<file path="src/hdl/rpcc_pkg.sv">
// Shared constants, types and CRC byte-step functions for the packet CRC checker.
package rpcc_pkg;

  localparam int unsigned ByteW    = 8;
  localparam int unsigned ShortW   = 14;
  localparam int unsigned LongW    = 16;
  localparam int unsigned CountW   = 4;
  localparam int unsigned SeedW    = 16;
  localparam int unsigned InDataW  = 16;
  localparam int unsigned OutDataW = 40;

  localparam logic [ShortW-1:0] ShortPoly = 14'h2E57;
  localparam logic [LongW-1:0]  LongPoly  = 16'h3D65;

  // Byte positions inside a packet
  localparam logic [CountW-1:0] IdxFirst   = 4'd0;
  localparam logic [CountW-1:0] IdxShortEnd = 4'd7;   // last byte of an 8-byte packet
  localparam logic [CountW-1:0] IdxEleven  = 4'd11;
  localparam logic [CountW-1:0] IdxLongEnd = 4'd12;   // last byte of a 13-byte packet
  localparam logic [CountW-1:0] IdxMax     = 4'd15;

  typedef enum logic [1:0] {
    PKT_NORMAL0  = 2'd0,
    PKT_NORMAL1  = 2'd1,
    PKT_SYNC     = 2'd2,
    PKT_RESERVED = 2'd3
  } pkt_type_e;

  typedef enum logic [1:0] {
    ST_OK       = 2'd0,
    ST_BAD_LEN  = 2'd1,
    ST_BAD_TYPE = 2'd2,
    ST_CRC_ERR  = 2'd3
  } status_e;

  typedef struct packed {
    logic [LongW-1:0]  computed_crc;
    logic [LongW-1:0]  received_crc;
    logic [1:0]        packet_type;
    status_e           status;
    logic              valid_res;
  } result_t;

  // One byte of the 14-bit CRC, MSB first
  function automatic logic [ShortW-1:0] crc14_byte(logic [ShortW-1:0] crc,
                                                   logic [ByteW-1:0] b);
    logic [ShortW-1:0] c;
    c = crc ^ {b, {(ShortW-ByteW){1'b0}}};
    for (int k = 0; k < ByteW; k++) begin
      c = c[ShortW-1] ? ({c[ShortW-2:0], 1'b0} ^ ShortPoly) : {c[ShortW-2:0], 1'b0};
    end
    return c;
  endfunction

  // One byte of the 16-bit CRC, MSB first
  function automatic logic [LongW-1:0] crc16_byte(logic [LongW-1:0] crc,
                                                  logic [ByteW-1:0] b);
    logic [LongW-1:0] c;
    c = crc ^ {b, {(LongW-ByteW){1'b0}}};
    for (int k = 0; k < ByteW; k++) begin
      c = c[LongW-1] ? ({c[LongW-2:0], 1'b0} ^ LongPoly) : {c[LongW-2:0], 1'b0};
    end
    return c;
  endfunction

endpackage

</file>
<file path="src/hdl/rpcc_crc_update.sv">
// Next-value logic for the two running CRCs, including the per-packet seeding.
module rpcc_crc_update (
  input  logic [rpcc_pkg::CountW-1:0] idx_i,
  input  logic [rpcc_pkg::ByteW-1:0]  data_i,
  input  logic [rpcc_pkg::ByteW-1:0]  nonce_i,
  input  logic [rpcc_pkg::SeedW-1:0]  seed_i,
  input  logic [rpcc_pkg::ShortW-1:0] crc_short_i,
  input  logic [rpcc_pkg::LongW-1:0]  crc_long_i,
  output logic [rpcc_pkg::ShortW-1:0] crc_short_o,
  output logic [rpcc_pkg::LongW-1:0]  crc_long_o
);
  import rpcc_pkg::*;

  logic              first;
  logic [SeedW-1:0]  init;
  logic [ShortW-1:0] short_base;
  logic [LongW-1:0]  long_base;
  logic [ByteW-1:0]  short_byte;

  assign first = (idx_i == IdxFirst);
  // sync packets are seeded without the nonce
  assign init  = (data_i[1:0] == PKT_SYNC) ? seed_i
                                           : (seed_i ^ {{(SeedW-ByteW){1'b0}}, nonce_i});

  assign short_base = first ? init[ShortW-1:0] : crc_short_i;
  assign long_base  = first ? init : crc_long_i;
  // only the type bits of byte zero are covered by the short CRC
  assign short_byte = first ? {{(ByteW-2){1'b0}}, data_i[1:0]} : data_i;

  assign crc_short_o = (idx_i < IdxShortEnd) ? crc14_byte(short_base, short_byte)
                                             : crc_short_i;
  assign crc_long_o  = (idx_i < IdxEleven) ? crc16_byte(long_base, data_i) : crc_long_i;

endmodule

</file>
<file path="src/hdl/radio_packet_crc_check_unit.sv">
// Top level: streaming packet validator with 14-bit and 16-bit CRC checks.
// Flow: each byte is registered at the input and processed when it advances; a closing
//   byte advances only while the result register is free, and its verdict lands there.
// Throughput: one byte per cycle, save a closing byte held by a stalled result; the input
//   and result registers decouple the two sides; other bytes pass even while it is stalled.
// Reset (rst_ni low, asynchronous): byte count, CRCs, captured bytes, seed and all valid
//   flags go to zero; the next byte taken is byte zero of a new packet.
module radio_packet_crc_check_unit (
  input  logic                          clk_i,
  input  logic                          rst_ni,
  // configuration: CRC seed
  input  logic                          cfg_we_i,
  input  logic [rpcc_pkg::SeedW-1:0]    cfg_wdata_i,
  // byte stream in
  input  logic                          s_axis_tvalid_i,
  output logic                          s_axis_tready_o,
  input  logic [rpcc_pkg::InDataW-1:0]  s_axis_tdata_i,   // [7:0] data_byte, [15:8] nonce
  input  logic                          s_axis_tlast_i,   // last_byte
  // verdict out
  output logic                          m_axis_tvalid_o,
  input  logic                          m_axis_tready_i,
  // [0] valid_res, [2:1] status, [4:3] packet_type, [20:5] received_crc,
  // [36:21] computed_crc, [39:37] zero
  output logic [rpcc_pkg::OutDataW-1:0] m_axis_tdata_o
);
  import rpcc_pkg::*;

  // ---------------------------------------------------------------- config
  logic [SeedW-1:0] seed_q;
  always_ff @(posedge clk_i or negedge rst_ni) begin
    if (!rst_ni) begin
      seed_q <= '0;
    end else if (cfg_we_i) begin
      seed_q <= cfg_wdata_i;
    end
  end

  // ---------------------------------------------------------------- input register
  logic             in_vld_q;
  logic [ByteW-1:0] in_data_q;
  logic [ByteW-1:0] in_nonce_q;
  logic             in_last_q;
  logic             advance;
  logic             out_vld_q;

  // A byte that closes no packet never needs the result register, so it moves on
  // regardless of the downstream stall.
  assign advance         = in_vld_q && (!in_last_q || !out_vld_q || m_axis_tready_i);
  assign s_axis_tready_o = !in_vld_q || advance;

  always_ff @(posedge clk_i or negedge rst_ni) begin
    if (!rst_ni) begin
      in_vld_q <= 1'b0;
    end else if (s_axis_tready_o) begin
      in_vld_q <= s_axis_tvalid_i;
    end
  end

  always_ff @(posedge clk_i) begin
    if (s_axis_tready_o && s_axis_tvalid_i) begin
      in_data_q  <= s_axis_tdata_i[ByteW-1:0];
      in_nonce_q <= s_axis_tdata_i[InDataW-1:ByteW];
      in_last_q  <= s_axis_tlast_i;
    end
  end

  // ---------------------------------------------------------------- packet state
  logic [CountW-1:0] count_q, count_d;
  logic [ShortW-1:0] crc_short_q, crc_short_d;
  logic [LongW-1:0]  crc_long_q, crc_long_d;
  logic [ByteW-1:0]  first_byte_q, first_byte_d;
  logic [ByteW-1:0]  byte_seven_q, byte_seven_d;
  logic [ByteW-1:0]  byte_eleven_q, byte_eleven_d;

  rpcc_crc_update u_crc (
    .idx_i       (count_q),
    .data_i      (in_data_q),
    .nonce_i     (in_nonce_q),
    .seed_i      (seed_q),
    .crc_short_i (crc_short_q),
    .crc_long_i  (crc_long_q),
    .crc_short_o (crc_short_d),
    .crc_long_o  (crc_long_d)
  );

  assign first_byte_d  = (count_q == IdxFirst)    ? in_data_q : first_byte_q;
  assign byte_seven_d  = (count_q == IdxShortEnd) ? in_data_q : byte_seven_q;
  assign byte_eleven_d = (count_q == IdxEleven)   ? in_data_q : byte_eleven_q;

  always_comb begin
    if (in_last_q) begin
      count_d = '0;
    end else if (count_q == IdxMax) begin
      count_d = IdxMax;              // saturate: overlong packets stay bad length
    end else begin
      count_d = count_q + 1'b1;
    end
  end

  always_ff @(posedge clk_i or negedge rst_ni) begin
    if (!rst_ni) begin
      count_q       <= '0;
      crc_short_q   <= '0;
      crc_long_q    <= '0;
      first_byte_q  <= '0;
      byte_seven_q  <= '0;
      byte_eleven_q <= '0;
    end else if (advance) begin
      count_q       <= count_d;
      crc_short_q   <= crc_short_d;
      crc_long_q    <= crc_long_d;
      first_byte_q  <= first_byte_d;
      byte_seven_q  <= byte_seven_d;
      byte_eleven_q <= byte_eleven_d;
    end
  end

  // ---------------------------------------------------------------- verdict
  result_t res_d, res_q;

  always_comb begin
    res_d              = '0;
    res_d.packet_type  = first_byte_d[1:0];
    if (count_q != IdxShortEnd && count_q != IdxLongEnd) begin
      res_d.status = ST_BAD_LEN;
    end else if (first_byte_d[1:0] == PKT_RESERVED) begin
      res_d.status = ST_BAD_TYPE;      // length is judged before type
    end else begin
      if (count_q == IdxShortEnd) begin
        // byte zero's upper six bits carry the high part of the short CRC
        res_d.received_crc = {2'b00, first_byte_d[ByteW-1:2], in_data_q};
        res_d.computed_crc = {2'b00, crc_short_q};
      end else begin
        res_d.received_crc = {in_data_q, byte_eleven_q};
        res_d.computed_crc = crc_long_q;
      end
      res_d.status = (res_d.received_crc == res_d.computed_crc) ? ST_OK : ST_CRC_ERR;
    end
    res_d.valid_res = (res_d.status == ST_OK);
  end

  always_ff @(posedge clk_i or negedge rst_ni) begin
    if (!rst_ni) begin
      out_vld_q <= 1'b0;
    end else if (advance && in_last_q) begin
      out_vld_q <= 1'b1;
    end else if (m_axis_tready_i) begin
      out_vld_q <= 1'b0;
    end
  end

  always_ff @(posedge clk_i) begin
    if (advance && in_last_q) begin
      res_q <= res_d;
    end
  end

  assign m_axis_tvalid_o = out_vld_q;
  assign m_axis_tdata_o  = {{(OutDataW-$bits(result_t)){1'b0}}, res_q};

  // ---------------------------------------------------------------- checks
  // a result is never overwritten while it waits to be taken
  assert property (@(posedge clk_i) disable iff (!rst_ni)
    (out_vld_q && !m_axis_tready_i && advance) |-> !in_last_q)
    else $error("pending result overwritten");

  // the packet byte counter restarts after a closing byte
  assert property (@(posedge clk_i) disable iff (!rst_ni)
    (advance && in_last_q) |=> (count_q == IdxFirst))
    else $error("byte count not cleared after last byte");

  // a pass verdict means both CRC fields agree; length/type failures report no CRCs
  assert property (@(posedge clk_i) disable iff (!rst_ni)
    (out_vld_q && res_q.valid_res) |-> (res_q.received_crc == res_q.computed_crc))
    else $error("valid verdict with CRC mismatch");

  assert property (@(posedge clk_i) disable iff (!rst_ni)
    (out_vld_q && (res_q.status == ST_BAD_LEN || res_q.status == ST_BAD_TYPE))
      |-> (res_q.received_crc == '0 && res_q.computed_crc == '0 && !res_q.valid_res))
    else $error("rejected packet carries CRC fields");

endmodule

</file>
<file path="config.mk">
export PLATFORM = sky130hd
export DESIGN_NAME = radio_packet_crc_check_unit
export DESIGN_NICKNAME = d
export VERILOG_FILES = /design/src/hdl/rpcc_pkg.sv /design/src/hdl/rpcc_crc_update.sv /design/src/hdl/radio_packet_crc_check_unit.sv
export SDC_FILE = /design/constraint.sdc
export NUM_CORES = 1
export LEC_CHECK = 0
export ABC_AREA = 1
export BUFFER_PORTS_ARGS = -buffer_cell sky130_fd_sc_hd__buf_2
export CAP_MARGIN = 10
export CORE_MARGIN = 5
export CORE_UTILIZATION = 31
export DETAILED_ROUTE_END_ITERATION = 10
export MAX_ROUTING_LAYER = met4
export PLACE_DENSITY = 0.5
export SLEW_MARGIN = 20
export SYNTH_ARGS = -nofsm -noshare
export SYNTH_HDL_FRONTEND = slang
export SYNTH_SLANG_ARGS = --single-unit
</file>
<file path="constraint.sdc">
create_clock -name clk_i -period 4.4 [get_ports clk_i]
set_clock_uncertainty 0.2 [all_clocks]
set_input_delay 0.44 -clock clk_i [delete_from_list [all_inputs] [get_ports clk_i]]
set_output_delay 0.44 -clock clk_i [all_outputs]
set_load 0.02 [all_outputs]
</file>
Yosys cells after proc, flatten, opt, wreduce, memory -nomap -nowiden
Cells that the tools add are included.

storage, ports and cells
  register bits after elaboration = 122
  bits of input ports = 38
  output and inout port bits = 42

operators by class
  add/sub/neg operators = 1
  $lt $le $gt $ge = 2
  equality and inequality tests = 8
  muxes and demuxes = 31
  bitwise gates (word level) = 19
  reductions and logical operators = 17

operator list
  operator             count
  $mux 14              17
  $not 9->9            16
  $mux 32              3
  $mux 16              2
  $eq 16x16->1         1
  $mux 8               2
  $xor 16x16->16       1
  $xor 16x8->16        1
  $xor 14x14->14       1
  $eq 4x4->1 const B   2
  $mux 4               2
  $mux 2               3
  $reduce_and 2->1     3
  $add 4x1->4 const B  1
  $eq 2x2->1 const B   2
  $eq 4x3->1 const B   1
  $logic_and 1x1->1    4
  $logic_not 4->1      1
  $lt 4x3->1 const B   1
  $lt 4x4->1 const B   1
  $ne 4x3->1 const B   1
  $ne 4x4->1 const B   1
  $logic_not 1->1      3
  $logic_or 1x1->1     3
  other kinds (4)      5

Longest topological paths before layout
  depth in word-level cells = 20
  depth in mapped cells = 22
  depth with buffers taken out = 21

Cells and area by module
Synthesis repeated with hierarchy kept, for this count alone.

unflattened totals
  cell total of the unflattened synthesis = 1026
  area, all modules = 7920.1 µm²

by module, submodules not included
  module                       times used  cells each  area each (µm²)
  radio_packet_crc_check_unit  1           577         5425.2
  rpcc_crc_update              1           449         2494.9

Least setup slack after synthesis
OpenSTA, ideal clock, no wires.

  path kind = reg-to-reg
  start = register count_q[0]
  end = register res_q, in the netlist m_axis_tdata_o[2], data pin
  data arrival time = 2.214 ns
  required time = 3.947 ns
  slack = 1.733 ns
  cell stages (with the launch flop) = 17
  buffers on the path = 3
  cells stage by stage = dfrtp_1 -> inv_1 -> ha_1 -> clkbuf_1 -> nand2_4 -> inv_4 -> buf_6 -> buf_4 -> nand2_1 -> o21ai_1 -> nand2_1 -> o211ai_1 -> nand2_1 -> nor4_1 -> nand3_1 -> o21ai_1 -> inv_1

RTL lines
  what                      line                                text
  start: declaration        radio_packet_crc_check_unit.sv:68   logic [CountW-1:0] count_q, count_d;
  start signal: assignment  radio_packet_crc_check_unit.sv:109  count_q <= count_d;
  end signal: assignment    radio_packet_crc_check_unit.sv:154  res_q <= res_d;
  end: declaration          radio_packet_crc_check_unit.sv:119  result_t res_d, res_q;

Final worst setup path
  start = register count_q[0]
  end = register crc_short_q[13]

on the way
  word-level cells in the longest chain between the ends = 16
  elaborated cells between the ends (all ways) = 22

RTL lines
  what                                                          line                                          text
  $logic_not 4->1                                               rpcc_crc_update.sv:20                         assign first = (idx_i == IdxFirst);
  $mux 14 / $mux 8 (equally long branches)                      rpcc_crc_update.sv:25, rpcc_crc_update.sv:28
  $xor 14x14->14                                                rpcc_pkg.sv:48                                c = crc ^ {b, {(ShortW-ByteW){1'b0}}};
  $not 9->9 (no source line)                                    -
  $mux 14                                                       rpcc_pkg.sv:50                                c = c[ShortW-1] ? ({c[ShortW-2:0], 1'b0} ^ ShortPoly) : {c[ShortW-2:0], 1'b0};
  $mux 14 / $not 9->9 (equally long branches) (2 in series)     -
  $not 9->9 (no source line) / $mux 14 (equally long branches)  -
  $mux 14 / $not 9->9 (equally long branches)                   -
  $not 9->9 (no source line) / $mux 14 (equally long branches)  -
  $mux 14 / $not 9->9 (equally long branches)                   -
  $not 9->9 (no source line) / $mux 14 (equally long branches)  -
  $mux 14 (2 in series)                                         rpcc_pkg.sv:50
  $not 9->9 (no source line)                                    -
  $mux 14                                                       rpcc_pkg.sv:50
  end signal: assignment                                        radio_packet_crc_check_unit.sv:110            crc_short_q <= crc_short_d;
  end: declaration                                              radio_packet_crc_check_unit.sv:69             logic [ShortW-1:0] crc_short_q, crc_short_d;

Several ways; a longest one is shown, not always the timed one.
A chain may end at the register's enable or synchronous reset.

==> summary.txt <==
Max-Cap Viols: 0
Yosys warnings: 0
Multi-input gate area: 3190 sq um
EDFF count, synth: 54
Final Cycle Share: 0.755
die height: 160 um
IO Port Bufs: 76
Die Area: 25700 sq um
Final Max Slew Viols: 0
Top-Level Pins: 80
final net count: 1017
CP max stage cell: dfrtp_1
total grt overflow: 0
largest stage delay on the critical path: 0.39 ns
CTS buffer count: 17
via count: 5963
worst-margin pin slew: 0.799 ns
die width: 160 um
drt via density: 4.68
core area: 22400 sq um
WL final: 19.8 mm
global-route total usage across every layer: 0.162
Post-CTS Setup Repair Bufs: 0
fin util: 0.376
post-synth top area share: 0.243
CTS H-Tree Depth: 4
RSZ-0062 raised after global routing: no
clk_lat worst skew: 0.43 ns
global-route wire length before repair: 31.8 mm
Async SR Flop Fraction: 0.557
register bit total from synthesis: 122
Reg area: 3320 sq um
Mapped Area: 7000 sq um
Avg Inst Size Synth: 7.89 sq um
Max Fclk: 301 MHz
Fillers: 2318
status: complete, no violations
Arr. time, crit path: 3.43 ns
cell count after synthesis: 887
static leakage: 4.03 nW
antenna cells: 0
setup TNS: 0 ns
DPL Wire Length: 14.9 mm
synth-to-layout area growth: 20.5%
Synth area leaders: dfrtp_1 (24%), edfxtp_1 (23%), nand2_1 (16%), o21ai_0 (6.5%), xor2_1 (4.8%)
Power Density: 735 nW/um^2
crit-path leading delay family: simple AND/OR/NAND/NOR gates
Clock Tree Buf Depth: 2
drt drc: 0
CTS tree: done
crit path max fanout: 33
Tmin final: 3.32 ns
Most Frequent Cell on Critical Path: nand2_1
pin count of the biggest net entering global routing: 44
commonest cells in the netlist: nand2_1 (302), o21ai_0 (91), inv_1 (78)
count leader, synth: nand2_1
critical path capture point type: flip-flop
WP data required: 4.51 ns
Starting DRT DRC Count: 394
worst-path cell chain: inv_1 > ha_1 > nand2_4 > inv_4 > nand2_1 > nand2_2 > inv_2 > nand2_1 > nand2_1 > nand3_2 > nand2_2 > nand2_2 > nand2_2 > nand2_1 > nand3_2 > nand2_1 > nand2_1 > nand3_1 > nand2_1
final setup vio count: 0
clock edge transition at the registers on the reported setup and hold paths: 0.06 ns
worst path bufs/invs: 3
remaining antenna violation count after routing: 0
HP Class: primary input to flip-flop
CTS Root Buffer Type: clkbuf_16
Starting Density: 0.312
routed wire length per instance: 15.5 um
initial antenna violation count: 0
routability cong.: 0.891
area leader, netlist: dfrtp_1
Slew HR: 0.467
CP Launch Type: flip-flop
Distinct cells, synth: 40
vias in the first global route: 5771
post-synthesis sequential area ratio: 0.475
CTS sink count: 122
Final Hold Viols: 0
FP Rows: 55
WS Path Type: flip-flop to flip-flop
first-pass iteration count of the detailed router: 5
share of cells above drive strength 1: 0.170
Synth Flop Type: dfrtp_1
maximum vdd drop: 267 uV
## final timing paths
path / endpoint / start / cells past startpoint / slack [ns]
max: crc_short_q[13] / count_q[0] / 19 / 1.08
min: in_data_q[4] / s_axis_tdata_i[4] / 1 / 0.01
max reg2reg: crc_short_q[13] / count_q[0] / 19 / 1.08
min reg2reg: byte_eleven_q[1] / byte_eleven_q[1] / 2 / 0.28
max in group asynchronous: seed_q[7] / rst_ni / 3 / 2.58
min in group asynchronous: crc_long_q[11] / rst_ni / 2 / 0.39
## report_power, final
group	leakage [nW]	internal (mW)	total, mW	switching, mW
registers	1.36	1.43	1.63	0.195
clock network	0.310	1.00	1.53	0.529
logic	2.36	1.02	3.04	2.02
## logic make-up (layout without fill, tap and decap cells)
family / Yosys count / in the layout / synth area share
AND/OR/NAND/NOR: 460 / 460 / 0.282
AO/OA/AOI/OAI: 128 / 128 / 0.0958
flip-flops: 122 / 122 / 0.475
buffers and inverters: 119 / 220 / 0.0710
XOR/XNOR: 50 / 50 / 0.0637
multiplexers: 5 / 5 / 0.00805
adder cells (fa/ha/maj): 2 / 2 / 0.00358
other: 1 / 3 / 0.000536
## metal layers
layer / wire length [um] / track usage / part of all wire / vias up
met2: 8850 / 0.245 / 0.45 / 162
met1: 9400 / 0.215 / 0.48 / 2729
met3: 924 / 0.0310 / 0.047 / 37
li1: - / - / - / 3035
met5: 0 / - / 0 / -
met4: 598 / 0.0661 / 0.030 / 0
## cells in the final DEF, fill, tap and decap left out, drive strengths merged, types with 2 or more instances in the layout
cell type / instances
a21oi: 8
xnor2: 11
nand4: 5
bufinv: 5
or2: 9
o21ai: 114
nand3: 68
nor4: 2
inv: 90
buf: 82
clkbuf: 19
mux2: 5
conb: 3
dlygate4sd3: 17
o211ai: 3
dfrtp: 68
xor2: 39
clkinv: 7
edfxtp: 54
nand2: 328
nor2: 42
ha: 2
nor3: 5
## repair_timing
action                    CTS  global route
resized for setup           0             0
hold buffers               17             0
hold endpoints to repair   42             0
## registers in the layout (all words and copies together) (netlist names), 4 cells and up
register,cells
count_q,4
in_nonce_q,8
byte_eleven_q,8
crc_long_q,16
m_axis_tdata_o,37
seed_q,16
first_byte_q,8
crc_short_q,14
in_data_q,8
## layout make-up
type	instances	area share
repair buffers	99	0.0707
multi-input cells	648	0.378
inverters	89	0.0399
flip-flops and latches	122	0.394
clock inverters	13	0.0236
clock buffers	19	0.0514
well taps	285	0.0423
## metrics by stage
| stage | hold WS [ns] | total power [mW] | instances | instance area (sq um) | worst slack, ns |
|---|---|---|---|---|---|
| after floorplan | -0.0556 | 3.95 | 889 | 7010 | 1.73 |
| final | 0.0130 | 6.20 | 1275 | 8430 | 1.08 |
| after CTS | 0.00176 | 6.24 | 1275 | 8430 | 1.09 |
| after global routing | 0.00339 | 6.74 | 1275 | 8430 | 0.764 |
| after detailed placement | 0.268 | 4.67 | 1226 | 7630 | 1.12 |
| after global placement | 0.262 | 4.65 | 1226 | 7630 | 1.13 |
Power figures use the tool's default switching activity.
